### src/rtl/gha_ram.sv
// Generic simple dual-port RAM with registered read.
`timescale 1ns / 1ps
module gha_ram #(
    parameter int WIDTH = 8,
    parameter int DEPTH = 256
) (
    input  logic                     clk,
    input  logic                     we,
    input  logic [$clog2(DEPTH)-1:0] waddr,
    input  logic [WIDTH-1:0]         wdata,
    input  logic [$clog2(DEPTH)-1:0] raddr,
    output logic [WIDTH-1:0]         rdata
);

    logic [WIDTH-1:0] mem [DEPTH];

    always_ff @(posedge clk)
    begin
        if (we)
        begin
            mem[waddr] <= wdata;
        end
        rdata <= mem[raddr];
    end

endmodule

### config.mk
export PLATFORM = sky130hd
export DESIGN_NAME = gha_ram
export DESIGN_NICKNAME = d
export VERILOG_FILES = /design/src/rtl/gha_ram.sv
export SDC_FILE = /design/constraint.sdc
export NUM_CORES = 2
export LEC_CHECK = 0
export BUFFER_PORTS_ARGS = -buffer_cell sky130_fd_sc_hd__clkbuf_2
export CELL_PAD_IN_SITES_DETAIL_PLACEMENT = 0
export CELL_PAD_IN_SITES_GLOBAL_PLACEMENT = 1
export CORE_MARGIN = 10
export CORE_UTILIZATION = 55
export DETAILED_ROUTE_END_ITERATION = 16
export PLACE_DENSITY = 0.84
export SLEW_MARGIN = 20
export SYNTH_ARGS = -nofsm -noshare
export SYNTH_HDL_FRONTEND = slang
export SYNTH_SLANG_ARGS = --single-unit
### constraint.sdc
create_clock -name clk -period 6.32 [get_ports clk]
set_clock_uncertainty 0.05 [all_clocks]
set_input_delay 0.632 -clock clk [delete_from_list [all_inputs] [get_ports clk]]
set_output_delay 0.632 -clock clk [all_outputs]
set_load 0.05 [all_outputs]
# Yosys cells after proc, flatten, opt, wreduce, memory -nomap -nowiden

Memories as Yosys holds them, arrays and structs flattened. A register that Yosys moved wholly into a read port is not among the register bits.
Index checks and enable logic that the tools add are counted.

Add/sub/neg operators: 0
$mul: 0
Div/mod/pow operators: 0
Magnitude comparators: 0
Equal/unequal tests: 0
Shift operators: 0
Multiplexer cells: 2
Bitwise logic cells: 0
Reductions and logical operators: 0

Operator list:

| cell              | count |
|---|---|
| 1-bit two-way mux | 2 |

Bits in registers: 0
Bits in latches: 0
RAM bits: 2048
Bits in read-only memories: 0
Input port bits: 26
Logic and storage cells: 3
Memories kept: 1

Memory list:

| memory | depth | width | read ports | clocked after memory_dff | write ports | RTL line | source |
|---|---|---|---|---|---|---|---|
| mem    | 256   | 8     | 1          | 1                        | 1           | 15       | `logic [WIDTH-1:0] mem [DEPTH];` |

# Logic depth before layout (Yosys ltp)

Word-level depth: 2
Gate-level depth with buffers: 11
Gate-level depth less buffers: 6

# Worst setup path before layout

OpenSTA, ideal clock, no wires.

Path kind: in2reg
Start: input port raddr[0]
End: register rdata[2], read port of mem
Library setup time: 0.131 ns
Arrival time: 2.439 ns
Data required time: 6.139 ns
Setup slack: 3.700 ns
Stages on the path: 9
Cell sequence: buf_6 -> buf_12 -> buf_8 -> buf_2 -> mux4_2 -> a22oi_1 -> a21oi_1 -> nor4_1 -> nor4_2

RTL lines:

| item            | RTL line | source |
|---|---|---|
| start, declared | 11       | `input logic [$clog2(DEPTH)-1:0] raddr,` |
| end, declared   | 12       | `output logic [WIDTH-1:0] rdata` |

==> flow_metrics.tcl <==
set metrics [dict create \
    die_area_um2 160000 \
    setup.worst_path.class "input port to register" \
    postRouteAntennaNets 0 \
    area_delta_synth_final_pct 10.4 \
    synth-seq-cells 2056 \
    clock-root-buffer "clkbuf_16" \
    drt_iter0_drc 5916 \
    syn_area_um2 79600 \
    clkLatencyLatePin_ns 0.82 \
    synthTopCellsByArea "edfxtp_1 77%, mux4_2 13%, mux2i_1 1.7%, nor2_1 1.3%, a22oi_1 1.3%" \
    design.core.area_um2 144000 \
    die_h_um 400 \
    tns_ns 0 \
    grt.total_usage_pct 23.5 \
    htreeDepth 4 \
    tightestPinTransition_ns 1.23 \
    syn_area_per_cell_um2 21.3 \
    die_w_um 400 \
    viasPerCell 6.71 \
    synth_common_cells "2048 x edfxtp_1, 454 x mux4_2, 282 x nor2_1" \
    grt_pass1_vias 39075 \
    power.leakage_nw 26.9 \
    total_power_mw 27.8 \
    relSlewSlack_pct 17.5 \
    post-route-drc-count 0 \
    syn-num-nets 3759 \
    ys_seq_area_share_pct 77.5 \
    gr-total-overflow 0 \
    fin_hold_ws_ns 0.344 \
    synthFlopType "edfxtp_1" \
    synth_top_cell_by_area "edfxtp_1" \
    cp.required_ns 6.92 \
    status "complete, no violations" \
    synth_edf_count 2048 \
    grt_setup_unrepaired "false" \
    gp_congestion 0.849 \
    cts_setup_buffers 0 \
    finalHoldViolCount 0 \
    min_path_type "input port to register" \
    vdd_drop_max_v 0.000445 \
    worstSetupEndpointType "register" \
    arrival_ns 4.20 \
    synthCells 3733 \
    wl_per_cell_um 32.4 \
    netlist.area_leader.share_pct 77.3 \
    cts_max_path_buffers 3 \
    hold_buffers 0 \
    vias 39393 \
    fmax_mhz 278 \
    tritoncts "done" \
    cts_resized 0 \
    num-nets-final 3837 \
    setup_viol_count_final 0 \
    drive_above_1_share_pct 21.7 \
    power.density_nw_per_um2 316 \
    slew_violations 0 \
    final.period_utilization_pct 56.9 \
    layout_min_cycle_time_ns 3.60 \
    yosysMostFrequentCell "edfxtp_1" \
    cts_buffers 192 \
    clkTransAtPathRegs_ns 0.06 \
    async_flop_share_pct 0 \
    clock_sinks 2056 \
    first_pass_iters 9 \
    max_cap_viol_count 0 \
    r2r_slack_ns 3.38 \
    io_pins 34 \
    grt_max_degree 185 \
    grt_pass1_wl_um 278000 \
    utilization_pct 61.1 \
    antenna_found_initial 11 \
    yosysWarningCount 0 \
    rows 139 \
    initial_core_util_pct 55.4 \
    path_max_fanout 63 \
    port_buffers 33 \
    wirelength_um 190000 \
    start_kind "input port" \
    ys_types 55 \
    hpwl_um 112000 \
]
[cell type report]
cell class              instances  area, µm²
diodes                          2       5.00
inverters                       2       7.51
clock buffers                 247       5210
well taps                    1903       2380
multi-input cells            1442      16500
repair buffers                117       1100
flip-flops and latches       2056      61700
fillers                      9649      55800
clock inverters               103        956
[cells in the final DEF, fill, tap and decap left out, drive strengths merged, types with 28 or more instances in the layout]
master	netlist	routed
edfxtp	2048	2048
mux4	456	456
nor2	282	282
clkbuf	111	276
mux2i	134	134
a22oi	133	133
a21oi	96	96
buf	122	88
clkinv	1	81
o221ai	47	47
nand3	34	34
nand2	33	33
nor2b	31	31
o22ai	28	28
[where the power goes]
part / switching (mW) / internal [mW] / leakage, nW
logic: 0.902 / 0.441 / 5.44
registers: 0.0336 / 15.0 / 18.5
clock network: 4.93 / 6.43 / 3.01
[worst paths after layout]
kind	start	to	depth (start not counted)
worst max register to register	mem[155][2]	rdata[2]	5
worst max-delay path	raddr[0]	rdata[2]	9
worst min-delay path	wdata[6]	mem[66][6]	1
worst min register to register	mem[41][3]	rdata[3]	6
[sequential cells by signal, summed over array words and instances (netlist names)]
signal,count
mem,2048
rdata,8
[through the flow]
stage,instances,cell area [µm²],setup slack [ns]
finish,5872,87800,2.72
global route,5870,87800,2.67
CTS,5870,87800,2.76
detailed placement,5520,81700,1.88
global placement,5519,81600,1.70
floorplan,3733,79600,3.70
[logic make-up after synthesis]
logic type	after synthesis	share of synthesized area, %
flops	2056	77.5
compound gates	385	3.42
simple gates	466	2.63
buf+inv	235	1.83
mux	591	14.6
[metal layers]
metal / vias up / global-route usage, % / routed length, µm
li1: 15847 / - / -
met2: 2567 / 36.3 / 90500
met4: 22 / 7.03 / 5390
met1: 20631 / 33.2 / 71400
met5: - / 0 / 160
met3: 326 / 6.06 / 22500
[critical path, cell delays in order]
cell       delay [ns]
buf_8            0.58
buf_12           0.32
buf_4            0.27
mux4_2           0.53
mux4_2           0.46
nor2_1           0.10
a2111oi_0        0.09
nor3_1           1.00
nor4_2           0.11
(Power assumes the default switching activity.)
